### config.mk
export PLATFORM = sky130hd
export DESIGN_NAME = rsmp_front
export DESIGN_NICKNAME = d
export VERILOG_FILES = /design/src/rtl/assert_macros.svh /design/src/rtl/rsmp_pkg.sv /design/src/rtl/rsmp_front.sv
export SDC_FILE = /design/constraint.sdc
export NUM_CORES = 1
export LEC_CHECK = 0
export BUFFER_PORTS_ARGS = -buffer_cell sky130_fd_sc_hd__buf_2
export CAP_MARGIN = 20
export CELL_PAD_IN_SITES_DETAIL_PLACEMENT = 1
export CELL_PAD_IN_SITES_GLOBAL_PLACEMENT = 2
export CORE_AREA = 2 2 193 195
export DETAILED_ROUTE_END_ITERATION = 10
export DIE_AREA = 0 0 195 197
export PLACE_DENSITY = 0.73
export SYNTH_ARGS = -nofsm -noshare
export SYNTH_HDL_FRONTEND = slang
export SYNTH_SLANG_ARGS = --single-unit
### constraint.sdc
create_clock -name clock -period 1.49 [get_ports clock]
set_input_delay 0.0745 -clock clock [delete_from_list [all_inputs] [get_ports clock]]
set_output_delay 0.0745 -clock clock [all_outputs]
set_load 0.01 [all_outputs]
### src/rtl/assert_macros.svh
// assertion macros shared by the rtl files
// no dependencies; every macro expects signals named clock and reset in scope
`ifndef ASSERT_MACROS_SVH
`define ASSERT_MACROS_SVH

// expression must hold at every clock edge outside reset
`define ASSERT_ALWAYS(label, expr, msg) \
   label: assert property (@(posedge clock) disable iff (reset) (expr)) else $error(msg);

// consequent must hold whenever the antecedent holds
`define ASSERT_IMPLIES(label, ante, cons, msg) \
   label: assert property (@(posedge clock) disable iff (reset) (ante) |-> (cons)) \
      else $error(msg);

`endif

### src/rtl/rsmp_pkg.sv
// shared types and constants of the polyline density resampler
// no dependencies
`default_nettype none

package rsmp_pkg;

   localparam int POS_N      = 3;
   localparam int COL_N      = 4;
   localparam int CH_N       = POS_N + COL_N;
   localparam int POS_W      = 32;
   localparam int COL_W      = 16;
   localparam int DENS_W     = 24;
   localparam int CH_W       = 34;
   localparam int MAG_W      = 32;
   localparam int CMDQ_DEPTH = 2;

   localparam logic [DENS_W-1:0] DENSITY_RESET = 24'd65536;

   typedef enum logic {
      CMD_VERTEX,
      CMD_SEGMENT
   } cmd_kind_type;

   typedef struct packed {
      logic [POS_N-1:0][POS_W-1:0] pos;
      logic [COL_N-1:0][COL_W-1:0] col;
   } vertex_type;

   typedef struct packed {
      cmd_kind_type kind;
      logic         fin;
      vertex_type   cur;
      vertex_type   prev;
   } cmd_type;

   typedef struct packed {
      vertex_type pt;
      logic       run_end;
      logic       line_end;
   } rsp_type;

endpackage

`default_nettype wire

### src/rtl/rsmp_front.sv
// front end: accepts vertices, keeps the previous vertex, classifies each transaction
// depends on rsmp_pkg
`default_nettype none

module rsmp_front import rsmp_pkg::*; (
   input  wire logic       clock,
   input  wire logic       reset,
   input  wire logic       push,
   input  wire logic       q_full,
   input  wire vertex_type vtx,
   input  wire logic       fin,
   input  wire logic       density_zero,
   output logic            q_push,
   output cmd_type         q_cmd
);

   vertex_type prev_ff, prev_in;
   logic       have_prev_ff, have_prev_in;
   logic       accept;

   assign accept = push && !q_full;

   always_comb begin
      prev_in         = prev_ff;
      have_prev_in    = have_prev_ff;
      q_push          = 1'b0;
      q_cmd.kind      = CMD_VERTEX;
      q_cmd.fin       = fin;
      q_cmd.cur       = vtx;
      q_cmd.prev      = prev_ff;
      if (accept) begin
         if (density_zero) begin
            q_push       = 1'b1;
            prev_in      = vtx;
            have_prev_in = !fin;
         end else if (!have_prev_ff) begin
            if (fin) begin
               q_push = 1'b1;
            end else begin
               prev_in      = vtx;
               have_prev_in = 1'b1;
            end
         end else begin
            q_push       = 1'b1;
            q_cmd.kind   = CMD_SEGMENT;
            prev_in      = vtx;
            have_prev_in = !fin;
         end
      end
   end

   always_ff @(posedge clock) begin
      if (reset) begin
         prev_ff      <= '0;
         have_prev_ff <= 1'b0;
      end else begin
         prev_ff      <= prev_in;
         have_prev_ff <= have_prev_in;
      end
   end

endmodule

`default_nettype wire

Word level (Yosys, flattened, before mapping)

Cells that the tools add are included.

Register bits: 161
Word-level logic and storage cells: 26
Output and inout bits: 323
Input bits: 166

Mux-type cells: 13
Reductions and logical operators: 4
Equality and inequality tests: 1

Operators with widths:

| kind               | count |
|---|---|
| $mux 160           | 3 |
| $mux 1             | 10 |
| $ne 3x1->1 const B | 1 |
| $logic_not 1->1    | 2 |
| $reduce_and 2->1   | 1 |
| $logic_and 1x1->1  | 1 |

Longest topological paths before layout

Gate-level depths: netlist of the first run.

Word-level depth: 4
Depth in mapped cells: 6
Mapped depth without buffers: 3

Worst setup path after synthesis of the first run

OpenSTA, ideal clock, no wires.

Path kind: register -> register
Start: register have_prev_ff
End: register prev_ff, in the netlist q_cmd[0]
Library setup time: 72 ps
Required time: 1418 ps
Arrival time: 1145 ps
Path slack: 273 ps
Period minus slack after synthesis: 1217 ps
Buffers on the path: 3
Cell stages (with the launch flop): 7
Path through: dfxtp_1 -> nor2_1 -> a21oi_1 -> buf_4 -> buf_8 -> buf_8 -> mux2i_1

Word-level cells in the longest chain between the ends: 2
Elaborated cells on any way between the ends: 4
Those cells by class: 1 x eq/ne; 2 x mux; 1 x reduce/logical

RTL lines:

| element                                                       | RTL line         | RTL |
|---|---|---|
| start: declaration                                            | rsmp_front.sv:18 | `logic have_prev_ff, have_prev_in;` |
| start signal: assignment                                      | rsmp_front.sv:58 | `have_prev_ff <= have_prev_in;` |
| $ne 3x1->1 (no source line) or $mux 160 (tied branches)       | -                |  |
| $reduce_and 2->1 (no source line) or $mux 160 (tied branches) | -                |  |
| end signal: assignment                                        | rsmp_front.sv:57 | `prev_ff <= prev_in;` |
| end: declaration                                              | rsmp_front.sv:17 | `vertex_type prev_ff, prev_in;` |

Several ways; a longest one is shown, not always the timed one.
A chain may end at the register's enable or synchronous reset.

Final worst setup path of the first run

Start: input push
End: register have_prev_ff

Word-level cells in the longest chain between the ends: 1

RTL lines:

| element            | RTL line         | RTL |
|---|---|---|
| start: declaration | rsmp_front.sv:8  | `input wire logic push,` |
| $logic_and 1x1->1  | rsmp_front.sv:21 | `assign accept = push && !q_full;` |

Every way passes these cells.

==> results of run 1 <==
layout by cell type, fill, tap and decap left out, drive strengths merged:
master | Yosys | layout
a21oi | 2 | 2
buf | 182 | 531
bufinv | 0 | 2
clkbuf | 33 | 26
clkinv | 0 | 5
dfxtp | 161 | 161
dlygate4sd3 | 0 | 162
mux2i | 160 | 160
nand2 | 1 | 1
nand2b | 321 | 321
nor2 | 2 | 2
nor3 | 1 | 1
nor3b | 1 | 1
or2 | 1 | 1
how the worst min path moves through the flow:
stage,start,end,slack [ns],depth (start not counted)
after detailed placement,vtx[37],q_cmd[197],0.35,2
after CTS,reset,q_cmd[85]$_SDFFE_PP0P_,0.05,3
after global placement,vtx[37],q_cmd[37]$_SDFFE_PP0P_,0.35,3
after global routing,reset,q_cmd[77]$_SDFFE_PP0P_,0.07,3
final,reset,q_cmd[85]$_SDFFE_PP0P_,0.06,3
after floorplan,density_zero,q_cmd[321],0.20,1
what timing repair did:
item                                   CTS  global route
setup endpoints to repair                0             4
endpoints found under the hold margin  161             0
buffers inserted                         0             4
hold buffers                           162             0
resized for setup                        0             2
report_power, final:
part           total (mW)  switching, mW  internal [mW]
Combinational        2.22           1.02           1.20
Clock                4.54           1.88           2.66
Sequential           4.62          0.108           4.51
Total                11.4           3.01           8.37
metal layers:
metal  vias to the layer above  routed length, um
li1                       3574                  -
met1                      3457              11000
met2                       302              14500
met3                        54               1670
met4                         0                820
met5                         -                  0
worst min-delay path: stages:
cell and delay (ns):
buf_6 0.19, nand2b_1 0.13, mux2i_1 0.06
registers in the layout (all words and copies together) (netlist names):
name / flops
q_cmd: 160
have_prev_ff: 1
through the flow:
stage          setup WS (ns)  area [um^2]  hold slack [ns]
5_1_grt               0.0172        12700           0.0701
6_report               0.109        12700           0.0635
4_1_cts               0.0644        12600           0.0515
3_5_place_dp          0.0849        10400            0.351
3_3_place_gp           0.150        10400            0.348
2_1_floorplan          0.273         8450            0.199
layout make-up:
class / count / area [um^2]
fillers: 4276 / 23600
repair buffers: 694 / 4590
multi-input cells: 489 / 3670
flip-flops and latches: 161 / 3220
well taps: 468 / 586
clock buffers: 25 / 495
clock inverters: 7 / 100
cell families after synthesis:
kind of cell           Yosys count
AOI/OAI and AO/OA                2
and+or+nand+nor                327
muxes                          160
DFF                            161
buffers and inverters          215
==> reports/metrics.yaml, run 1 <==
pwr:
  leakage_nw: 5.89
  finalPower_mw: 11.4
  p_per_area_mw_per_mm2: 899
  peakVddDrop_mv: 0.786
clock_network:
  clk_latency_ns: 0.43
  tritoncts: "built"
  clk_path_buf_depth: 2
  cts_max_level: 4
  cts_sinks: 161
  cts-root-buf: "clkbuf_16"
  path_clk_slew_ns: 0.06
  cts_buffers: 17
timing:
  setup_viol: 0
  worst_pin_slew_ns: 0.270
  final_min_period_over_clock_period_pct: 92.7
  rsz0062_at_grt: "no"
  slew-limit-headroom_pct: 82.0
  fin_skew_ns: 0.00766
  max_freq_mhz: 724
  period_needed_ns: 1.38
  finalHoldViolCount: 0
  maxSlewViolCount: 0
  fin_tns_setup_ns: 0
detailed_routing:
  vias: 7387
  drtPass1Iterations: 4
  vias_per_cell: 4.01
  wl_um: 28000
  drtAntennaViolNets: 0
  post_drt_wl_per_cell_um: 15.2
  drc: 0
  drtIter0Drc: 129
worst_setup_path:
  cp-startpoint: "push"
  path_class: "in2reg"
  path_depth: 6
  rr_startpoint: "have_prev_ff$_SDFFE_PP0P_"
  r2r_cells: 5
  start_kind: "primary input"
  crit_end: "have_prev_ff$_SDFFE_PP0P_"
  cpMostUsedCell: "dlygate4sd3_1"
  reg2reg_to: "q_cmd[3]$_SDFFE_PP0P_"
  cp.required_ns: 1.87
  crit_slowest_cell: "dlygate4sd3_1"
  cpPeakStageDelay_ns: 0.56
  cp_num_buf_inv: 3
  regToRegSetupSlack_ns: 0.13
  cp.arrival_ns: 1.76
  cp-end-kind: "register"
  path_delay_family: "buffers and inverters"
  cp_cell_sequence: "dlygate4sd3_1 -> buf_2 -> nand2b_4 -> or2_2 -> a21oi_1 -> dlygate4sd3_1"
  path_max_fanout: 5
floorplan:
  core_area_mm2: 0.0363
  die_x_um: 195
  io_pins: 489
  die_y_um: 197
  initial_core_util_pct: 23.3
  die_area_mm2: 0.0384
  rows: 70
layout:
  antenna_cells: 0
  final_layout_size_suffix_gt1_share_pct: 40.9
  layout.nets: 1529
  post-route-util_pct: 34.9
  fin_cells: 1844
  syn2layout_area_growth_pct: 50.0
synthesis:
  yosys.area_share.adder_pct: 0
  syn-num-nets: 1031
  ys_seq_elements: 161
  synth_top_area_share_pct: 38.2
  synth_edf_count: 0
  ys_warn_count: 0
  syn_inst: 865
  synth-main-ff-cell: "dfxtp_1"
  syn_avg_cell_area_um2: 9.76
  synth_most_common_cell: "nand2b_1"
  synth_xor_area_share_pct: 0
  yosys.cell_types.count: 14
  syn_area_mm2: 0.00845
  synth_compound_area_share_pct: 0.119
  yosys.area_share.simple_pct: 24.2
  synth_top_area_cell: "dfxtp_1"
  synth_top_family_by_area: "simple AND/OR/NAND/NOR gates"
  postSynth.asyncResetShare_pct: 0
  synth_commonest_cells: "320 x nand2b_1, 168 x buf_4, 161 x dfxtp_1"
  synthMuxAreaShare_pct: 19.0
  synthTopCellsByArea: "dfxtp_1 38%, nand2b_1 24%, mux2i_1 19%, buf_4 15%, buf_8 2.0%"
  yosysSeqAreaShare_pct: 38.2
grt:
  busiest_layer: "met2"
  grt_max_degree: 54
  antenna_found_initial: 0
  use_met1_pct: 14.9
  grtUsageMet2_pct: 26.0
  overflow: 0
  track_usage_pct: 14.1
  grtUsageMet3_pct: 4.21
  grt_pass1_wl_um: 42500
  grt_pass1_vias: 7972
flow_run:
  cap_violations: 0
placed_design:
  place_hpwl_um: 19400
  port_buffers: 488
  routabilityCongestion: 0.717
  dp_cells: 1645
min_path:
  hold_class: "in2reg"
run_status:
  outcome: "finished, final reports clean"
(Power assumes the default switching activity.)
==> run 2: changes to the inputs <==
SETUP_SLACK_MARGIN = 0.5   (was not set)
==> run 2 against run 1 <==
Via count is 5.6% higher. Setup slack worse by 0.019 ns. Global-route usage grew 0.63 points. First-iteration DRC count increased by 30%. Wire length grew 12%. Cell area up 16%. Utilization increased by 5.7 points. Sequential share of layout area fell by 2.2 points. Critical path type is now reg2reg. Critical endpoint is now q_cmd[63]$_SDFFE_PP0P_. Largest power group unchanged.
==> reports/metrics.yaml, run 2 (synthesized netlist as in run 1, its figures left out) <==
clock_network:
  cts_buffers: 17  # unchanged
  tritoncts: "built"  # unchanged
  clk_path_buf_depth: 2  # unchanged
  cts_sinks: 161  # unchanged
  cts_max_level: 4  # unchanged
  path_clk_slew_ns: 0.07  # was 0.06 ns
  cts-root-buf: "clkbuf_16"  # unchanged
  clk_latency_ns: 0.44  # was 0.43 ns
layout:
  final_cell_mix: "321 x buf_2, 320 x nand2b_1, 169 x buf_6"  # was 487 x buf_2, 320 x nand2b_1, 162 x dlygate4sd3_1
  syn2layout_area_growth_pct: 74.4  # was 50.0%
  final_layout_size_suffix_gt1_share_pct: 55.8  # was 40.9%
  largest_reg_flops: 160  # unchanged
  post-route-util_pct: 40.6  # was 34.9%
  multi_input_area_mm2: 0.00368  # was 0.00367 mm^2
  final-seq-area_mm2: 0.00342  # was 0.00322 mm^2
  fill_cells: 4118  # was 4,276
  stdcell_area_mm2: 0.0147  # was 0.0127 mm^2
  final_common_cell: "buf_2"  # unchanged
  fin_cells: 1930  # was 1,844
  layout.nets: 1615  # was 1,529
timing:
  worst_pin_slew_ns: 0.322  # was 0.270 ns
  maxSlewViolCount: 0  # unchanged
  fin_skew_ns: 0.00806  # was 0.00766 ns
  fin_tns_setup_ns: 0  # unchanged
  slew-limit-headroom_pct: 78.5  # was 82.0%
  max_freq_mhz: 715  # was 724 MHz
  setup_viol: 0  # unchanged
  finalHoldViolCount: 0  # unchanged
  rsz0062_at_grt: "yes"  # was no
  period_needed_ns: 1.40  # was 1.38 ns
  final_min_period_over_clock_period_pct: 93.9  # was 92.7%
detailed_routing:
  drtPass1Iterations: 4  # unchanged
  drc: 0  # unchanged
  drtIter0Drc: 168  # was 129
  wl_um: 31400  # was 28,000 um
  post_drt_wl_per_cell_um: 16.3  # was 15.2 um
  vias_per_cell: 4.04  # was 4.01
  drtAntennaViolNets: 0  # unchanged
  vias: 7803  # was 7,387
grt:
  track_usage_pct: 14.7  # was 14.1%
  grt_max_degree: 89  # was 54
  overflow: 0  # unchanged
  antenna_found_initial: 2  # was 0
  grt_pass1_wl_um: 44000  # was 42,500 um
  grt_pass1_vias: 8105  # was 7,972
worst_setup_path:
  path_max_fanout: 14  # was 5
  cpMostUsedCell: "buf_12"  # was dlygate4sd3_1
  r2r_cells: 6  # was 5
  crit_slowest_cell: "dfxtp_2"  # was dlygate4sd3_1
  start_kind: "register"  # was primary input
  path_class: "reg2reg"  # was in2reg
  cpPeakStageDelay_ns: 0.35  # was 0.56 ns
  cp.arrival_ns: 1.74  # was 1.76 ns
  cp_cell_sequence: "nor2_2 -> a21oi_4 -> buf_12 -> buf_12 -> buf_12 -> mux2i_1"  # was dlygate4sd3_1 -> buf_2 -> nand2b_4 -> or2_2 -> a21oi_1 -> dlygate4sd3_1
  cp-end-kind: "register"  # unchanged
  cp.required_ns: 1.83  # was 1.87 ns
placed_design:
  dp_cells: 1636  # was 1,645
  place_hpwl_um: 19400  # about the same
  port_buffers: 488  # unchanged
  routabilityCongestion: 0.720  # was 0.717
  placed_cell_area_mm2: 0.0103  # was 0.0104 mm^2
run_status:
  outcome: "finished, final reports clean"  # unchanged
floorplan:
  core_area_mm2: 0.0363  # unchanged
  die_area_mm2: 0.0384  # unchanged
  die_x_um: 195  # unchanged
  io_pins: 489  # unchanged
  rows: 70  # unchanged
  initial_core_util_pct: 23.3  # unchanged
  die_y_um: 197  # unchanged
min_path:
  hold_class: "in2reg"  # unchanged
  min_path_cells: 3  # unchanged
pwr:
  peakVddDrop_mv: 0.800  # was 0.786 mV
  p_per_area_mw_per_mm2: 812  # was 899 mW/mm^2
  leakage_nw: 6.66  # was 5.89 nW
flow_run:
  cap_violations: 0  # unchanged
[run 2: cell count changes in the layout (fill, tap and decap cells not counted), moves of 2 or more]
cell	change
buf_16	+2
buf_2	-166
buf_4	+75
buf_6	+167
buf_8	+4
clkbuf_16	+5
clkinv_4	-2
dfxtp_1	-161
dfxtp_2	+161
dlygate4sd3_1	-8
dlymetal6s4s_1	+7
[run 2: path summary, 6_finish.rpt]
check	startpoint	end	slack (ns)
worst max-delay path	have_prev_ff$_SDFFE_PP0P_	q_cmd[63]$_SDFFE_PP0P_	0.09
worst min-delay path	fin	have_prev_ff$_SDFFE_PP0P_	0.04
worst max register to register	have_prev_ff$_SDFFE_PP0P_	q_cmd[63]$_SDFFE_PP0P_	0.09
worst min register to register	q_cmd[67]$_SDFFE_PP0P_	q_cmd[67]$_SDFFE_PP0P_	0.48
[run 2: timing repair]
action	in CTS	in global routing
resized for setup	338	35
hold endpoints to repair	161	0
setup buffers	29	65
pin swaps	1	0
hold buffers	161	0
endpoints found under the setup margin	322	340
gates cloned	0	7
[run 2: through the flow]
stage                     setup WS (ns)  hold WS [ns]  power (mW)
after floorplan                   0.341         0.199        5.94
after global placement            0.220         0.349        6.54
after detailed placement          0.151         0.351        6.57
after CTS                         0.178        0.0113        11.9
after global routing             0.0356       0.00240        12.5
final                            0.0907        0.0361        12.0
[run 2: report_power, final]
group	internal, mW	total, mW	switching (mW)
Clock	2.60	4.52	1.92
Combinational	1.61	2.73	1.12
Sequential	4.56	4.71	0.152
[run 2: routing by layer]
layer / vias up / global-route usage, % / share of wire (%)
met4: 2 / 6.16 / 2.4
met1: 3699 / 15.2 / 39
met3: 46 / 4.45 / 5.6
met2: 299 / 27.5 / 53
met5: - / 0 / 0.051
li1: 3757 / - / -
[run 2: critical path, delay by kind of cell, from the launching register on]
kind | cells | cell delay [ns]
muxes | 1 | 0.27
and+or+nand+nor | 1 | 0.05
DFF | 1 | 0.35
AOI/OAI and AO/OA | 1 | 0.13
buffers and inverters | 3 | 0.46
[run 2: layout make-up]
cell class	instances	area share [%]
Sequential cell	161	23.2
Clock inverter	8	0.705
Clock buffer	23	3.24
Tap cell	468	3.97
Antenna cell	1	0.0170
Multi-Input combinational cell	489	25.0
Timing Repair Buffer	780	43.8
==> run 3: changes to the inputs <==
clock period = 1.3 ns   (was 1.49 ns; I/O delays follow)
==> run 3 against run 2 <==
The run now ends with setup timing left. Sequential power grew 15%. Clock power grew 18%. Non-clock buffer count down 41. Wire length decreased by 9.7%. Setup slack got worse by 0.095 ns. Final cell count is 2.1% lower. Global-route usage is 0.91 points lower. Worst hold slack improved by 0.0058 ns. Utilization shrank 1.3 points. Critical path type unchanged. Critical endpoint is now q_cmd[5]$_SDFFE_PP0P_. Largest power group unchanged.
==> reports/metrics.yaml, run 3 (synthesized netlist as in run 1, its figures left out) <==
floorplan:
  die_y_um: 197  # unchanged
  initial_core_util_pct: 23.3  # unchanged
  die_x_um: 195  # unchanged
  core_area_mm2: 0.0363  # unchanged
  rows: 70  # unchanged
  io_pins: 489  # unchanged
  die_area_mm2: 0.0384  # unchanged
layout:
  final_cell_mix: "328 x buf_2, 320 x nand2b_1, 163 x dlygate4sd3_1, 163 x buf_6"  # was 321 x buf_2, 320 x nand2b_1, 169 x buf_6
  fill_cells: 4173  # was 4,118
  syn2layout_area_growth_pct: 68.8  # was 74.4%
  final_common_cell: "buf_2"  # unchanged
  layout.nets: 1574  # was 1,615
  stdcell_area_mm2: 0.0143  # was 0.0147 mm^2
  antenna_cells: 0  # was 1
  largest_reg_flops: 160  # unchanged
  final_layout_size_suffix_gt1_share_pct: 54.4  # was 55.8%
  post-route-util_pct: 39.3  # was 40.6%
  fin_cells: 1889  # was 1,930
detailed_routing:
  post_drt_wl_per_cell_um: 15.0  # was 16.3 um
  wl_um: 28300  # was 31,400 um
  drtPass1Iterations: 4  # unchanged
  vias: 7583  # was 7,803
  drtIter0Drc: 153  # was 168
  drc: 0  # unchanged
  drtAntennaViolNets: 0  # unchanged
  vias_per_cell: 4.01  # was 4.04
worst_setup_path:
  cp.arrival_ns: 1.66  # was 1.74 ns
  path_delay_family: "buffers and inverters"  # unchanged
  crit_slowest_cell: "dfxtp_2"  # unchanged
  cpPeakStageDelay_ns: 0.33  # was 0.35 ns
  path_class: "reg2reg"  # unchanged
  path_max_fanout: 15  # was 14
  cp.required_ns: 1.66  # was 1.83 ns
  cpMostUsedCell: "buf_12"  # unchanged
  cp_num_buf_inv: 2  # was 3
  cp_cell_sequence: "nor2_1 -> a21oi_4 -> buf_12 -> buf_12 -> mux2i_1"  # was nor2_2 -> a21oi_4 -> buf_12 -> buf_12 -> buf_12 -> mux2i_1
  start_kind: "register"  # unchanged
  cp-end-kind: "register"  # unchanged
flow_run:
  cap_violations: 0  # unchanged
pwr:
  finalPower_mw: 13.7  # was 12.0 mW
  leakage_nw: 6.34  # was 6.66 nW
  peakVddDrop_mv: 0.889  # was 0.800 mV
  p_per_area_mw_per_mm2: 958  # was 812 mW/mm^2
placed_design:
  port_buffers: 488  # unchanged
  place_hpwl_um: 19300  # was 19,400 um
  placed_cell_area_mm2: 0.0104  # was 0.0103 mm^2
  routabilityCongestion: 0.707  # was 0.720
  dp_cells: 1645  # was 1,636
  pre_cts_ws_ns: 0.0118  # was 0.151 ns
clock_network:
  cts_buffers: 17  # unchanged
  cts_sinks: 161  # unchanged
  tritoncts: "built"  # unchanged
  clk_latency_ns: 0.44  # about the same
  path_clk_slew_ns: 0.07  # about the same
  cts_max_level: 4  # unchanged
  clk_path_buf_depth: 2  # unchanged
  cts-root-buf: "clkbuf_16"  # unchanged
timing:
  worst_pin_slew_ns: 0.291  # was 0.322 ns
  period_needed_ns: 1.30  # was 1.40 ns
  fin_hold_ws_ns: 0.0419  # was 0.0361 ns
  fin_tns_setup_ns: -0.00613  # was 0 ns
  final_min_period_over_clock_period_pct: 100  # was 93.9%
  rsz0062_at_grt: "yes"  # unchanged
  max_freq_mhz: 767  # was 715 MHz
  maxSlewViolCount: 0  # unchanged
  slew-limit-headroom_pct: 80.6  # was 78.5%
  setup_viol: 2  # was 0
  setup_ws_ns: -0.00463  # was 0.0907 ns
  fin_skew_ns: 0.00724  # was 0.00806 ns
  finalHoldViolCount: 0  # unchanged
run_status:
  violations: "setup timing"
  outcome: "finished with violations"  # was finished, final reports clean
grt:
  grt_pass1_vias: 7764  # was 8,105
  antenna_found_initial: 1  # was 2
  track_usage_pct: 13.8  # was 14.7%
  grt_pass1_wl_um: 41600  # was 44,000 um
  busiest_layer: "met2"  # unchanged
  grt_max_degree: 59  # was 89
  grtUsageMet3_pct: 3.73  # was 4.45%
  grtUsageMet2_pct: 25.9  # was 27.5%
  use_met1_pct: 14.7  # was 15.2%
  overflow: 0  # unchanged
min_path:
  hold_class: "in2reg"  # unchanged
## run 3: cell types whose count changed in the layout (fill, tap and decap cells not counted), sizes merged
cell,previous run,this run
diode,1,0
bufinv,2,3
inv,1,4
clkinv,4,5
dlymetal6s4s,7,0
buf,613,576
dlygate4sd3,154,163
clkinvlp,1,3
clkbuf,29,17
## run 3: layout make-up
type	instances	area (um^2)	area share, %
Timing Repair Buffer	739	5960	41.8
Multi-Input combinational cell	489	3680	25.8
Sequential cell	161	3420	24.0
Tap cell	468	586	4.11
Clock buffer	17	425	2.98
Clock inverter	15	180	1.26
## run 3: worst register-to-register path, cell delays in order (launching register included)
cell,delay (ns)
dfxtp_2,0.33
nor2_1,0.06
a21oi_4,0.19
buf_12,0.21
buf_12,0.21
mux2i_1,0.22
## run 3: what timing repair did
action,in CTS,in global routing
resized for setup,210,138
hold buffers,163,0
pin swaps,2,2
hold endpoints to repair,161,0
setup buffers,13,36
setup endpoints to repair,322,323
## run 3: path summary, 6_finish.rpt
check	slack, ns	from	cells past startpoint	end
max	-0.005	have_prev_ff$_SDFFE_PP0P_	5	q_cmd[5]$_SDFFE_PP0P_
min	0.04	reset	3	have_prev_ff$_SDFFE_PP0P_
max reg2reg	-0.005	have_prev_ff$_SDFFE_PP0P_	5	q_cmd[5]$_SDFFE_PP0P_
min reg2reg	0.48	q_cmd[32]$_SDFFE_PP0P_	2	q_cmd[32]$_SDFFE_PP0P_
## run 3: routing by layer
| metal | wire, um | share of wire, % | up-vias |
|---|---|---|---|
| li1 | - | - | 3687 |
| met1 | 11200 | 39 | 3605 |
| met5 | 7 | 0.025 | - |
| met4 | 458 | 1.6 | 2 |
| met3 | 1640 | 5.8 | 26 |
| met2 | 15000 | 53 | 263 |
## run 3: power by group
| part | switching, mW | internal, mW | total, mW |
|---|---|---|---|
| Combinational | 1.19 | 1.72 | 2.92 |
| Sequential | 0.177 | 5.22 | 5.40 |
| Clock | 2.30 | 3.04 | 5.34 |
