### src/rtl/assert_macros.svh
// assertion macros shared by the rtl files
// no dependencies; every macro expects signals named clock and reset in scope
`ifndef ASSERT_MACROS_SVH
`define ASSERT_MACROS_SVH

// expression must hold at every clock edge outside reset
`define ASSERT_ALWAYS(label, expr, msg) \
   label: assert property (@(posedge clock) disable iff (reset) (expr)) else $error(msg);

// consequent must hold whenever the antecedent holds
`define ASSERT_IMPLIES(label, ante, cons, msg) \
   label: assert property (@(posedge clock) disable iff (reset) (ante) |-> (cons)) \
      else $error(msg);

`endif

### src/rtl/rsmp_pkg.sv
// shared types and constants of the polyline density resampler
// no dependencies
`default_nettype none

package rsmp_pkg;

   localparam int POS_N      = 3;
   localparam int COL_N      = 4;
   localparam int CH_N       = POS_N + COL_N;
   localparam int POS_W      = 32;
   localparam int COL_W      = 16;
   localparam int DENS_W     = 24;
   localparam int CH_W       = 34;
   localparam int MAG_W      = 32;
   localparam int CMDQ_DEPTH = 2;

   localparam logic [DENS_W-1:0] DENSITY_RESET = 24'd65536;

   typedef enum logic {
      CMD_VERTEX,
      CMD_SEGMENT
   } cmd_kind_type;

   typedef struct packed {
      logic [POS_N-1:0][POS_W-1:0] pos;
      logic [COL_N-1:0][COL_W-1:0] col;
   } vertex_type;

   typedef struct packed {
      cmd_kind_type kind;
      logic         fin;
      vertex_type   cur;
      vertex_type   prev;
   } cmd_type;

   typedef struct packed {
      vertex_type pt;
      logic       run_end;
      logic       line_end;
   } rsp_type;

endpackage

`default_nettype wire

### src/rtl/rsmp_cmdq.sv
// short command queue between front and back ends
// depends on rsmp_pkg and assert_macros.svh
`default_nettype none
`include "assert_macros.svh"

module rsmp_cmdq import rsmp_pkg::*; (
   input  wire logic    clock,
   input  wire logic    reset,
   input  wire logic    push,
   input  wire cmd_type wdata,
   output logic         full,
   input  wire logic    pop,
   output cmd_type      rdata,
   output logic         empty
);

   localparam int PTR_W = (CMDQ_DEPTH > 1) ? $clog2(CMDQ_DEPTH) : 1;
   localparam int CNT_W = $clog2(CMDQ_DEPTH + 1);

   cmd_type             mem [CMDQ_DEPTH];
   logic [PTR_W-1:0]    wr_ptr_ff, wr_ptr_in;
   logic [PTR_W-1:0]    rd_ptr_ff, rd_ptr_in;
   logic [CNT_W-1:0]    count_ff, count_in;
   logic                do_push, do_pop;

   assign full    = (count_ff == CNT_W'(CMDQ_DEPTH));
   assign empty   = (count_ff == '0);
   assign do_push = push && !full;
   assign do_pop  = pop && !empty;
   assign rdata   = mem[rd_ptr_ff];

   always_comb begin
      wr_ptr_in = wr_ptr_ff;
      rd_ptr_in = rd_ptr_ff;
      count_in  = count_ff;
      if (do_push) begin
         wr_ptr_in = (wr_ptr_ff == PTR_W'(CMDQ_DEPTH - 1)) ? '0 : wr_ptr_ff + 1'b1;
      end
      if (do_pop) begin
         rd_ptr_in = (rd_ptr_ff == PTR_W'(CMDQ_DEPTH - 1)) ? '0 : rd_ptr_ff + 1'b1;
      end
      if (do_push && !do_pop) begin
         count_in = count_ff + 1'b1;
      end else if (!do_push && do_pop) begin
         count_in = count_ff - 1'b1;
      end
   end

   always_ff @(posedge clock) begin
      if (do_push) begin
         mem[wr_ptr_ff] <= wdata;
      end
   end

   always_ff @(posedge clock) begin
      if (reset) begin
         wr_ptr_ff <= '0;
         rd_ptr_ff <= '0;
         count_ff  <= '0;
      end else begin
         wr_ptr_ff <= wr_ptr_in;
         rd_ptr_ff <= rd_ptr_in;
         count_ff  <= count_in;
      end
   end

   `ASSERT_IMPLIES(a_no_lost_push, push, !full, "command pushed into full queue")

endmodule

`default_nettype wire

### config.mk
export PLATFORM = sky130hd
export DESIGN_NAME = rsmp_cmdq
export DESIGN_NICKNAME = d
export VERILOG_FILES = /design/src/rtl/rsmp_pkg.sv /design/src/rtl/rsmp_cmdq.sv
export VERILOG_INCLUDE_DIRS = /design/src /design/src/rtl
export SDC_FILE = /design/constraint.sdc
export NUM_CORES = 1
export LEC_CHECK = 0
export ABC_AREA = 1
export BUFFER_PORTS_ARGS = -buffer_cell sky130_fd_sc_hd__buf_4
export CORE_AREA = 2 2 251 253
export DETAILED_ROUTE_END_ITERATION = 7
export DIE_AREA = 0 0 253 255
export SETUP_SLACK_MARGIN = 0.3
export SLEW_MARGIN = 40
export SYNTH_ARGS = -nofsm -noshare
export SYNTH_HDL_FRONTEND = slang
export SYNTH_SLANG_ARGS = --single-unit
### constraint.sdc
create_clock -name clock -period 21.4 [get_ports clock]
set_input_delay 3.21 -clock clock [delete_from_list [all_inputs] [get_ports clock]]
set_output_delay 3.21 -clock clock [all_outputs]
set_load 0.1 [all_outputs]
# Word-level counts from Yosys, hierarchy flattened
# Memory sizes are Yosys's and may differ from the RTL's. A register that Yosys moved wholly into a read port is not among the register bits.
# Index checks and enable logic that the tools add are counted.
totals:
  ff_bits: 4
  latch_bits: 0
  ramBits: 644
  mem_bits_ro: 0
  output_inout_bits: 324
  memories: 1
memory_table:
  columns: ["memory", "words", "word_bits", "read_ports", "rd_ports_with_merged_regs", "wr", "line", "text"]
  rows:
  - ["mem", 2, 322, 1, 1, 1, "rsmp_cmdq.sv:20", "cmd_type mem [CMDQ_DEPTH];"]
classes:
  add_sub_neg: 4
  mul: 0
  div_mod_pow: 0
  magnitude_cmp: 0
  n_eq_ne: 1
  n_shift: 0
  mux: 8
  n_bitwise: 0
  n_reduce_logical: 10
ops:
  columns: ["cell", "count"]
  rows:
  - ["$mux 1", 6]
  - ["$logic_and 1x1->1", 4]
  - ["$logic_not 1->1", 4]
  - ["$mux 2", 2]
  - ["$add 1x1->1 const B", 2]
  - ["$add 2x1->2 const B", 1]
  - ["$eq 2x2->1 const B", 1]
  - ["$logic_not 2->1", 1]
  - ["$reduce_bool 2->1", 1]
  - ["$sub 2x1->2 const B", 1]

# Longest topological paths before layout
# Gate-level depths: netlist of run 1.
logic_depth:
  word_depth: 7
  ltp_mapped: 10
  mapped_depth_nobuf: 10

# Worst setup path after synthesis of run 1
# No wires, ideal clock.
synth_path:
  path_type: "input -> register"
  from: "input port push"
  to: "memory mem[0][0] (netlist bit) (enable)"
  arrival_ps: 16692
  required_time_ps: 20386
  path_slack_ps: 3694
  stages: 2
  n_path_buf: 0
  path_cell_list: "o21ai_0 nor2_1"
synth_between:
  elab_chain_len: 3
synth_rtl:
  columns: ["element", "line", "text"]
  rows:
  - ["start, declared", "rsmp_cmdq.sv:9", "input wire logic push,"]
  - ["$logic_and 1x1->1", "rsmp_cmdq.sv:28", "assign do_push = push && !full;"]
  - ["$mux 1", "rsmp_cmdq.sv:50", "if (do_push) begin"]
  - ["$mux 1 (not written as such)", "rsmp_cmdq.sv:51", "mem[wr_ptr_ff] <= wdata;"]
  - ["end, declared", "rsmp_cmdq.sv:20", null]
# Every way passes these cells.

==> results of run 1 <==
## worst max path at each step
stage | from | endpoint
2_1_floorplan | push | mem[0][0]$_DFFE_PP_
3_3_place_gp | push | mem[1][199]$_DFFE_PP_
3_5_place_dp | push | mem[1][203]$_DFFE_PP_
4_1_cts | register | rdata[289]
5_1_grt | register | rdata[289]
6_report | register | rdata[297]
## registers in the layout, summed over array words and instances (netlist names), named ones only
| register | cells |
|---|---|
| mem | 644 |
| count_ff | 2 |
| wr_ptr_ff | 1 |
| rd_ptr_ff | 1 |
## cells in the final DEF (no fill, tap or decap), drive strengths merged, types with 4 or more instances in the layout
master / count
buf: 663
edfxtp: 644
diode: 7
mux2: 322
inv: 14
o21ai: 5
dfxtp: 5
clkinv: 31
nand2: 4
nor2: 9
bufinv: 6
clkbuf: 86
## kinds of logic after synthesis
family          Yosys count  synth area share, %
flops                   649                 81.9
mux                     322                 15.9
buf+inv                  45                 1.72
simple gates             16                0.279
compound gates            6                0.126
fa+ha+maj                 1               0.0527
## cell type report
type / instances / area [µm²] / area share (%)
clock buffers: 86 / 1830 / 5.78
repair buffers: 663 / 5090 / 16.1
inverters: 9 / 33.8 / 0.106
clock inverters: 43 / 409 / 1.29
diodes: 7 / 17.5 / 0.0552
well taps: 799 / 1000 / 3.15
multi-input cells: 345 / 3900 / 12.3
flip-flops and latches: 649 / 19400 / 61.3
## layer usage
layer  wire, µm  up-vias  track usage, %
li1           -     5555               -
met1      20200     6145            18.0
met2      29400      425            28.7
met3       4700      124            5.74
met4       2340        6            8.86
met5         34        -               0
## worst max-delay path: cells and delay by family (launching register included)
family   cells  cell delay [ps]
mux          1              430
buf+inv      3             1020
flops        1              840
## power by group through the flow
stage | Clock (mW) | Sequential (mW) | Combinational (mW)
2_1_floorplan | 0 | 1.77 | 1.70
3_3_place_gp | 0 | 1.67 | 2.11
3_5_place_dp | 0 | 1.68 | 2.12
4_1_cts | 1.21 | 1.66 | 2.13
5_1_grt | 1.26 | 1.67 | 2.16
6_report | 1.17 | 1.65 | 2.11
## per-stage QoR
step	power, mW	area, µm²
6_report	4.93	31700
3_3_place_gp	3.78	29400
2_1_floorplan	3.46	23700
4_1_cts	4.99	31700
3_5_place_dp	3.80	29500
5_1_grt	5.09	31700
==> summary.txt, run 1 <==
Floorplanning
  • Starting Density: 38.2%
  • Number of cell rows: 92
  • Floorplan Core Area: 62200 µm²
  • Chip width: 253 µm
  • Top-level port count: 650
  • Die span in y: 255 µm
  • Area of the die: 64500 µm²

Global route
  • Global-route usage over all layers: 16.6%
  • Number of global-route vias before repair: 12700
  • Pin count of the biggest net entering global routing: 97
  • Wire length of the first global-routing pass: 78500 µm
  • Total overflow reported by the global router: 0
  • Initial antenna violation count: 8

Outcome
  • Status: completed

Placed design
  • Number of placed instances, taps included: 2465
  • Port Buf Inserts: 649
  • Last weighted congestion value of the routability-driven placer: 0.770
  • Detailed placer's ending HPWL: 39300 µm
  • Worst setup timing slack at the placement stage: 14990 ps

CTS
  • Number of buffers created by CTS: 70
  • Count of hold-fix buffers inserted at cts: 0
  • Clk root buf: sky130_fd_sc_hd__clkbuf_16
  • H-tree depth: 3
  • Longest Clk Path Bufs: 3
  • Clock sink count: 649
  • Clk pin slew, worst setup/hold paths: 60 ps
  • Post_cts resized: 0
  • Clk_lat worst skew: 600 ps
  • Buffers inserted by post-CTS timing repair: 0
  • CTS tree: done

Critical path
  • Maximum fanout encountered on the critical timing path: 96
  • Required time at the endpoint of the critical path: 18190 ps
  • Worst path slowest cell: sky130_fd_sc_hd__dfxtp_4
  • Worst R2R End: mem[1][224]$_DFFE_PP_
  • Critical path class: reg -> out
  • Reg2reg path depth: 5
  • Arrival time at the worst endpoint: 3180 ps
  • CP endpoint kind: output pin
  • Largest stage delay on the critical path: 840 ps
  • Setup slack of the most critical reg-to-reg path: 18150 ps
  • CP startpoint kind: register
  • Critical Path, Cell by Cell: buf_12 > buf_16 > mux2_2 > buf_4
  • Startpoint of the most critical register-to-register path: count_ff[0]$_SDFFE_PP0P_

Synth
  • Share of synthesized flip-flops with an asynchronous set or reset: 0%
  • Number of nets in the synthesized netlist: 1366
  • Area fraction of the dominant cell type after synthesis: 81.5%
  • Number of register bits inferred by synthesis: 649
  • Summed instance area of the synthesized netlist: 23700 µm²
  • Sequential element share of the synthesized area: 81.9%
  • Post-synthesis area per instance: 22.8 µm²
  • EDFF count, synth: 644
  • Number of standard cells after synthesis: 1039
  • Count of distinct cell types in the synthesized netlist: 16
  • Top post-synthesis cells by count: 644 x sky130_fd_sc_hd__edfxtp_1, 274 x sky130_fd_sc_hd__mux2_2, 40 x sky130_fd_sc_hd__mux2_4
  • Top area cells in the synthesized netlist: sky130_fd_sc_hd__edfxtp_1 81%, sky130_fd_sc_hd__mux2_2 13%, sky130_fd_sc_hd__mux2_4 2.5%
  • Cell with the most instances after synthesis: sky130_fd_sc_hd__edfxtp_1
  • Largest area contributor in the synthesized netlist: sky130_fd_sc_hd__edfxtp_1
  • Yosys synthesis warning count: 0
  • Flip-flop cell with the highest count after synthesis: sky130_fd_sc_hd__edfxtp_1

Routing
  • Final ANT Viol Nets: 0
  • Vias post-DR: 12300
  • Drt initial violations: 583
  • Routed wire length per instance: 21.8 µm
  • DRC Markers: 0
  • Via-to-Cell Ratio: 4.71
  • Number of detailed-route iterations in the first pass: 4
  • Wirelength, routed: 56700 µm

Final layout
  • Fill cell total of the finished layout: 5101
  • Layout net count: 2065
  • Proportion of layout cells with a drive suffix above 1: 59.9%
  • Final Non-Filler Cells: 2601
  • Area growth from synthesis to final layout: 33.7%
  • Util after Layout: 51.0%

STA
  • Achievable Freq: 156 MHz
  • Count of final hold-check violations: 0
  • Clk_skew: 23.3 ps
  • Worst slack on hold paths: 554 ps
  • Setup Total Neg Slack: 0 ps
  • Relative slew margins: 47.0%
  • Final setup margin: 15010 ps
  • Period utilization: 29.9%
  • Number of endpoints failing setup at the final stage: 0
  • Final Critical Period: 6390 ps
  • Least-Margin Pin Slew: 795 ps
  • Final Max Slew Viols: 0
  • Unrepaired setup endpoints after global routing: false

Power
  • Total power divided by cell area: 156 nW/µm²
  • Share of total power in the clock network: 23.8%
  • Fraction of power consumed by sequential logic: 33.5%
  • Worst ir drop on vdd: 0.000126 V
  • Net Sw Power: 2.18 mW
  • Internal power: 2.76 mW
  • Leakage power: 11.8 nW
  • Part of the total power dissipated in combinational logic: 42.8%
  • Sw Share: 44.1%

Min path
  • Hold Path Depth: 2
  • Worst min-delay path class: reg -> reg
  • Min-Delay Endpoint: wr_ptr_ff$_SDFFE_PP0P_
  • Beginning of the worst hold path: wr_ptr_ff$_SDFFE_PP0P_

Job
  • Max-cap check violation count: 0
(Power assumes the default switching activity.)
==> run 2, diff against run 1 <==
clock period = 6.3 ns   (was 21.4 ns; I/O delays follow)
==> run 2 against run 1 <==
Wire length is 0.77% lower. Combinational power rose to 3.4 times the previous value. Largest cell class unchanged. Non-clock buffer count stayed put.
==> summary.txt, run 2 (synthesized netlist as in run 1, its figures left out) <==
Final layout
  • Area growth from synthesis to final layout: 33.5% (was 33.7%)
  • Register containing the most flip-flops in the final layout: mem (unchanged)
  • Commonest non-fill, non-tap cell in the layout: sky130_fd_sc_hd__buf_4 (unchanged)
  • Max FFs per register: 644 (unchanged)
  • Top library cells by usage in the layout, fill and taps aside: 652 x sky130_fd_sc_hd__buf_4, 644 x sky130_fd_sc_hd__edfxtp_1, 274 x sky130_fd_sc_hd__mux2_2, 73 x sky130_fd_sc_hd__clkbuf_16, 40 x sky130_fd_sc_hd__mux2_4 (was 650 x sky130_fd_sc_hd__buf_4, 644 x sky130_fd_sc_hd__edfxtp_1, 274 x sky130_fd_sc_hd__mux2_2, 71 x sky130_fd_sc_hd__clkbuf_16, 40 x sky130_fd_sc_hd__mux2_4)
  • Fill cell total of the finished layout: 5120 (was 5101)
  • Final Non-Filler Cells: 2587 (was 2601)
  • Proportion of layout cells with a drive suffix above 1: 60.1% (was 59.9%)
  • Largest registers: mem x644, count_ff x2 (unchanged)
  • Layout net count: 2067 (was 2065)

Power
  • Share of total power in the clock network: 23.1% (was 23.8%)
  • Worst ir drop on vdd: 0.000345 V (was 0.000126 V)
  • PnR Total Power: 16.6 mW (was 4.93 mW)
  • Part of the total power dissipated in combinational logic: 43.2% (was 42.8%)
  • Internal power: 9.25 mW (was 2.76 mW)
  • Net Sw Power: 7.38 mW (was 2.18 mW)
  • Total power divided by cell area: 525 nW/µm² (was 156 nW/µm²)
  • Fraction of power consumed by sequential logic: 33.7% (was 33.5%)
  • Leakage power: 11.7 nW (was 11.8 nW)
  • Sw Share: 44.4% (was 44.1%)

Placed design
  • Number of placed instances, taps included: 2462 (was 2465)
  • Last weighted congestion value of the routability-driven placer: 0.798 (was 0.770)
  • Detailed placer's ending HPWL: 38600 µm (was 39300 µm)
  • Port Buf Inserts: 649 (unchanged)

STA
  • Setup Total Neg Slack: 0 ps (unchanged)
  • Count of final hold-check violations: 0 (unchanged)
  • Relative slew margins: 50.1% (was 47.0%)
  • Clk_skew: 19.0 ps (was 23.3 ps)
  • Period utilization: 62.4%
  • Unrepaired setup endpoints after global routing: false (unchanged)
  • Number of endpoints failing setup at the final stage: 0 (unchanged)
  • Final Max Slew Viols: 0 (unchanged)
  • Final Critical Period: 3930 ps
  • Achievable Freq: 255 MHz
  • Least-Margin Pin Slew: 749 ps (was 795 ps)

CTS
  • Clk root buf: sky130_fd_sc_hd__clkbuf_16 (unchanged)
  • Number of buffers created by CTS: 72 (was 70)
  • Clk_lat worst skew: 590 ps (was 600 ps)
  • CTS tree: done (unchanged)
  • Clk pin slew, worst setup/hold paths: 60 ps (about the same)
  • H-tree depth: 3 (unchanged)
  • Longest Clk Path Bufs: 3 (unchanged)
  • Post_cts resized: 0 (unchanged)
  • Clock sink count: 649 (unchanged)
  • Count of hold-fix buffers inserted at cts: 0 (unchanged)
  • Buffers inserted by post-CTS timing repair: 0 (unchanged)

Routing
  • Via-to-Cell Ratio: 4.69 (was 4.71)
  • Drt initial violations: 724 (was 583)
  • Wirelength, routed: 56300 µm (was 56700 µm)
  • Final ANT Viol Nets: 0 (unchanged)
  • Vias post-DR: 12100 (was 12300)
  • Number of detailed-route iterations in the first pass: 4 (unchanged)
  • DRC Markers: 0 (unchanged)
  • Routed wire length per instance: 21.7 µm (was 21.8 µm)

Global route
  • Total overflow reported by the global router: 0 (unchanged)
  • Number of global-route vias before repair: 12800 (was 12700)
  • Wire length of the first global-routing pass: 79300 µm (was 78500 µm)
  • Initial antenna violation count: 5 (was 8)
  • Global-route usage over all layers: 16.6% (about the same)
  • Pin count of the biggest net entering global routing: 148 (was 97)

Floorplanning
  • Die span in y: 255 µm (unchanged)
  • Chip width: 253 µm (unchanged)
  • Starting Density: 38.2% (unchanged)
  • Floorplan Core Area: 62200 µm² (unchanged)
  • Area of the die: 64500 µm² (unchanged)
  • Number of cell rows: 92 (unchanged)
  • Top-level port count: 650 (unchanged)

Critical path
  • Required time at the endpoint of the critical path: 5350 ps (was 18190 ps)
  • Number of buffer and inverter instances along the worst setup path: 3 (unchanged)
  • Arrival time at the worst endpoint: 2980 ps (was 3180 ps)
  • Family with the most delay on the worst path: buffers and inverters (unchanged)
  • CP endpoint kind: output pin (unchanged)
  • Critical path class: reg -> out (unchanged)
  • Maximum fanout encountered on the critical timing path: 86 (was 96)
  • Worst path slowest cell: sky130_fd_sc_hd__dfxtp_4 (unchanged)
  • Critical Path, Cell by Cell: buf_12 > buf_16 > mux2_2 > buf_4 (unchanged)
  • Largest stage delay on the critical path: 770 ps (was 840 ps)
  • CP startpoint kind: register (unchanged)

Job
  • Max-cap check violation count: 0 (unchanged)

Outcome
  • Status: completed (unchanged)

Min path
  • Worst min-delay path class: in -> reg (was reg -> reg)
[run 2: worst paths after layout]
path                                          startpoint                endpoint  slack, ps  cells after the start
worst max register to register  count_ff[0]$_SDFFE_PP0P_   mem[1][130]$_DFFE_PP_       3800                      4
worst min-delay path                           wdata[28]    mem[1][28]$_DFFE_PP_        530                      1
worst min register to register    wr_ptr_ff$_SDFFE_PP0P_  wr_ptr_ff$_SDFFE_PP0P_        550                      2
worst max-delay path                            register              rdata[155]       2370                      4
[run 2: layer usage]
layer / part of all wire, % / track usage (%) / up-vias
met1: 36 / 18.4 / 6107
met5: 0.041 / 0 / -
met4: 2.8 / 6.97 / 4
li1: - / - / 5547
met3: 8.1 / 5.72 / 84
met2: 53 / 29.1 / 394
[run 2: through the flow]
step           hold slack, ps  area [µm²]  setup slack (ps)  util (%)
5_1_grt                   490       31700              2240      51.0
4_1_cts                   480       31600              2410      50.8
2_1_floorplan             511       23800              84.9         -
6_report                  533       31700              2370      51.0
3_3_place_gp              519       29400              3080      47.3
3_5_place_dp              536       29400              3070      47.4
[run 2: power groups by stage]
stage,sequential [mW],combinational (mW),clock (mW)
floorplan,5.74,5.78,0
global placement,5.68,7.17,0
detailed placement,5.71,7.20,0
CTS,5.62,7.22,3.96
global route,5.66,7.37,4.13
finish,5.61,7.18,3.85
[run 2: layout make-up]
cell class / instances / area (µm²) / area share [%]
Clock buffer: 92 / 1900 / 5.99
Inverter: 9 / 33.8 / 0.107
Antenna cell: 4 / 10.0 / 0.0316
Sequential cell: 649 / 19400 / 61.4
Clock inverter: 26 / 235 / 0.743
Timing Repair Buffer: 663 / 5140 / 16.2
Tap cell: 799 / 1000 / 3.16
Multi-Input combinational cell: 345 / 3910 / 12.3
[run 2: worst register-to-register path: cells and delay by family (launching register included)]
kind	cells	cell delay (ps)
AOI/OAI and AO/OA	1	130
buffers and inverters	2	830
DFF	1	460
and+or+nand+nor	1	580
==> run 3, diff against run 2 <==
ABC_AREA = 0   (was 1)
PLACE_DENSITY = 0.66   (was not set)
clock period = 3.26 ns   (was 6.3 ns; I/O delays follow)
==> run 3 against run 2 <==
Via count up 0.51%. Final cell count up 0.54%. Register-to-register slack worse by 2600 ps. Hold slack worse by 470 ps. Clock skew up 6.4 ps. Flip-flop and latch count unchanged. Synthesized cell count down 1.2%.
==> summary.txt, run 3 <==
Synth
  • Count of distinct cell types in the synthesized netlist: 17 (was 16)
  • Yosys synthesis warning count: 0 (unchanged)
  • Summed instance area of the synthesized netlist: 24700 µm² (was 23700 µm²)
  • Number of register bits inferred by synthesis: 649 (unchanged)
  • Top post-synthesis cells by count: 644 x sky130_fd_sc_hd__edfxtp_1, 280 x sky130_fd_sc_hd__mux2_4, 42 x sky130_fd_sc_hd__mux2_2 (was 644 x sky130_fd_sc_hd__edfxtp_1, 274 x sky130_fd_sc_hd__mux2_2, 40 x sky130_fd_sc_hd__mux2_4)
  • Area fraction of the dominant cell type after synthesis: 78.3% (was 81.5%)
  • Post-synthesis area per instance: 24.1 µm² (was 22.8 µm²)
  • Top area cells in the synthesized netlist: sky130_fd_sc_hd__edfxtp_1 78%, sky130_fd_sc_hd__mux2_4 17%, sky130_fd_sc_hd__mux2_2 1.9% (was sky130_fd_sc_hd__edfxtp_1 81%, sky130_fd_sc_hd__mux2_2 13%, sky130_fd_sc_hd__mux2_4 2.5%)
  • EDFF count, synth: 644 (unchanged)
  • Flip-flop cell with the highest count after synthesis: sky130_fd_sc_hd__edfxtp_1 (unchanged)
  • Share of synthesized flip-flops with an asynchronous set or reset: 0% (unchanged)
  • Cell with the most instances after synthesis: sky130_fd_sc_hd__edfxtp_1 (unchanged)
  • Number of nets in the synthesized netlist: 1354 (was 1366)
  • Sequential element share of the synthesized area: 78.7% (was 81.9%)
  • Largest area contributor in the synthesized netlist: sky130_fd_sc_hd__edfxtp_1 (unchanged)
  • Number of standard cells after synthesis: 1027 (was 1039)

Global route
  • Number of global-route vias before repair: 12600 (was 12800)
  • Wire length of the first global-routing pass: 78100 µm (was 79300 µm)
  • Total overflow reported by the global router: 0 (unchanged)
  • Pin count of the biggest net entering global routing: 93 (was 148)
  • Initial antenna violation count: 4 (was 5)
  • Global-route usage over all layers: 16.6% (about the same)

STA
  • Count of final hold-check violations: 0 (unchanged)
  • Worst slack on hold paths: 68.1 ps (was 533 ps)
  • Number of endpoints failing setup at the final stage: 0 (unchanged)
  • Relative slew margins: 61.7% (was 50.1%)
  • Setup Total Neg Slack: 0 ps (unchanged)
  • Final Critical Period: 2780 ps
  • Least-Margin Pin Slew: 574 ps (was 749 ps)
  • Period utilization: 85.2%
  • Clk_skew: 25.3 ps (was 19.0 ps)
  • Unrepaired setup endpoints after global routing: false (unchanged)
  • Achievable Freq: 360 MHz
  • Final setup margin: 483 ps (was 2370 ps)
  • Final Max Slew Viols: 0 (unchanged)

CTS
  • Longest Clk Path Bufs: 3 (unchanged)
  • Clock sink count: 649 (unchanged)
  • Clk pin slew, worst setup/hold paths: 60 ps (about the same)
  • CTS tree: done (unchanged)
  • Clk_lat worst skew: 600 ps (was 590 ps)
  • Post_cts resized: 0 (unchanged)
  • Number of buffers created by CTS: 70 (was 72)
  • Clk root buf: sky130_fd_sc_hd__clkbuf_16 (unchanged)
  • H-tree depth: 3 (unchanged)

Routing
  • Via-to-Cell Ratio: 4.69 (about the same)
  • Vias post-DR: 12200 (was 12100)
  • DRC Markers: 0 (unchanged)
  • Final ANT Viol Nets: 0 (unchanged)
  • Wirelength, routed: 56100 µm (was 56300 µm)
  • Routed wire length per instance: 21.6 µm (was 21.7 µm)
  • Drt initial violations: 625 (was 724)
  • Number of detailed-route iterations in the first pass: 6 (was 4)

Final layout
  • Proportion of layout cells with a drive suffix above 1: 61.6% (was 60.1%)
  • Max FFs per register: 644 (unchanged)
  • Commonest non-fill, non-tap cell in the layout: sky130_fd_sc_hd__buf_4 (unchanged)
  • Multi-input logic area: 4800 µm² (was 3910 µm²)
  • Final Non-Filler Cells: 2601 (was 2587)
  • Final instance area: 32900 µm² (was 31700 µm²)
  • Fill cell total of the finished layout: 4886 (was 5120)
  • Largest registers: mem x644, count_ff x2 (unchanged)
  • Area growth from synthesis to final layout: 33.1% (was 33.5%)
  • Storage cell area: 19400 µm² (about the same)
  • Layout net count: 2079 (was 2067)
  • Register containing the most flip-flops in the final layout: mem (unchanged)
  • Top library cells by usage in the layout, fill and taps aside: 670 x sky130_fd_sc_hd__buf_4, 644 x sky130_fd_sc_hd__edfxtp_1, 280 x sky130_fd_sc_hd__mux2_4, 71 x sky130_fd_sc_hd__clkbuf_16, 42 x sky130_fd_sc_hd__mux2_2 (was 652 x sky130_fd_sc_hd__buf_4, 644 x sky130_fd_sc_hd__edfxtp_1, 274 x sky130_fd_sc_hd__mux2_2, 73 x sky130_fd_sc_hd__clkbuf_16, 40 x sky130_fd_sc_hd__mux2_4)

Placed design
  • Worst setup timing slack at the placement stage: 984 ps (was 3070 ps)
  • Detailed placer's ending HPWL: 40500 µm (was 38600 µm)
  • Port Buf Inserts: 649 (unchanged)
  • Last weighted congestion value of the routability-driven placer: 0.804 (was 0.798)
  • Standard cell area after detailed placement: 30600 µm² (was 29400 µm²)
  • Number of placed instances, taps included: 2478 (was 2462)

Floorplanning
  • Starting Density: 39.7% (was 38.2%)
  • Top-level port count: 650 (unchanged)
  • Number of cell rows: 92 (unchanged)
  • Floorplan Core Area: 62200 µm² (unchanged)
  • Area of the die: 64500 µm² (unchanged)
  • Die span in y: 255 µm (unchanged)
  • Chip width: 253 µm (unchanged)

Critical path
  • Largest stage delay on the critical path: 510 ps (was 770 ps)
  • Required time at the endpoint of the critical path: 2770 ps (was 5350 ps)
  • CP startpoint kind: register (unchanged)
  • Critical Path, Cell by Cell: buf_12 > mux2_2 > buf_4 (was buf_12 > buf_16 > mux2_2 > buf_4)
  • CP endpoint kind: output pin (unchanged)
  • Critical path class: reg -> out (unchanged)
  • Maximum fanout encountered on the critical timing path: 73 (was 86)
  • Worst path slowest cell: sky130_fd_sc_hd__dfxtp_4 (unchanged)
  • Arrival time at the worst endpoint: 2290 ps (was 2980 ps)

Outcome
  • Status: completed (unchanged)

Power
  • Total power divided by cell area: 1070 nW/µm² (was 525 nW/µm²)
  • Leakage power: 12.7 nW (was 11.7 nW)
  • Worst ir drop on vdd: 0.000753 V (was 0.000345 V)

Min path
  • Worst min-delay path class: in -> reg (unchanged)

Job
  • Max-cap check violation count: 0 (unchanged)
run 3: repair_timing:
| action | in CTS | in global routing |
|---|---|---|
| endpoints found under the setup margin | 0 | 51 |
| setup buffers | 0 | 1 |
| hold buffers | 0 | 0 |
| hold endpoints to repair | 0 | 0 |
run 3: worst max-delay path: cells and delay by family, from the launching register on:
kind / cells / cell delay, ps
buffers and inverters: 2 / 670
DFF: 1 / 510
muxes: 1 / 410
run 3: power by group:
part | leakage, nW | internal [mW] | switching [mW]
logic | 5.60 | 4.24 | 12.4
clock network | 1.07 | 4.45 | 3.15
registers | 6.06 | 10.5 | 0.286
total | 12.7 | 19.2 | 15.8
run 3: area by class of cell:
type / count / share of cell area (%)
diodes: 1 / 0.00761
clock buffers: 91 / 5.76
flip-flops and latches: 649 / 59.2
well taps: 799 / 3.04
inverters: 2 / 0.0343
repair buffers: 689 / 16.4
multi-input cells: 340 / 14.6
clock inverters: 30 / 0.974
run 3: kinds of logic after synthesis:
logic type               after synthesis  share of synthesized area, %
flip-flops                           649                          78.7
multiplexers                         322                          18.9
buffers and inverters                 38                          1.94
AND/OR/NAND/NOR                        9                         0.177
AO/OA/AOI/OAI                          5                         0.101
XOR/XNOR                               3                         0.106
adder cells (fa/ha/maj)                1                        0.0506
run 3: per-stage QoR:
stage	utilization [%]	power, mW
final	52.9	35.0
after global routing	52.9	36.1
after CTS	52.9	35.4
after detailed placement	49.3	27.7
after global placement	49.3	27.6
after floorplan	-	24.7
run 3: final timing paths:
kind | startpoint | endpoint | slack (ps) | cells after the start
setup reg to reg | count_ff[1]$_SDFFE_PP0P_ | mem[0][76]$_DFFE_PP_ | 1210 | 5
setup / recovery | register | rdata[313] | 480 | 3
hold / removal | wdata[87] | mem[1][87]$_DFFE_PP_ | 70 | 1
hold reg to reg | wr_ptr_ff$_SDFFE_PP0P_ | wr_ptr_ff$_SDFFE_PP0P_ | 500 | 2
run 3: per-layer routing:
layer  GRT usage [%]  vias up  wire (µm)
li1                -     5563          -
met1            18.2     6057      20300
met2            28.8      473      28900
met3            6.38       99       5240
met4            6.85        6       1670
met5               0        -         40
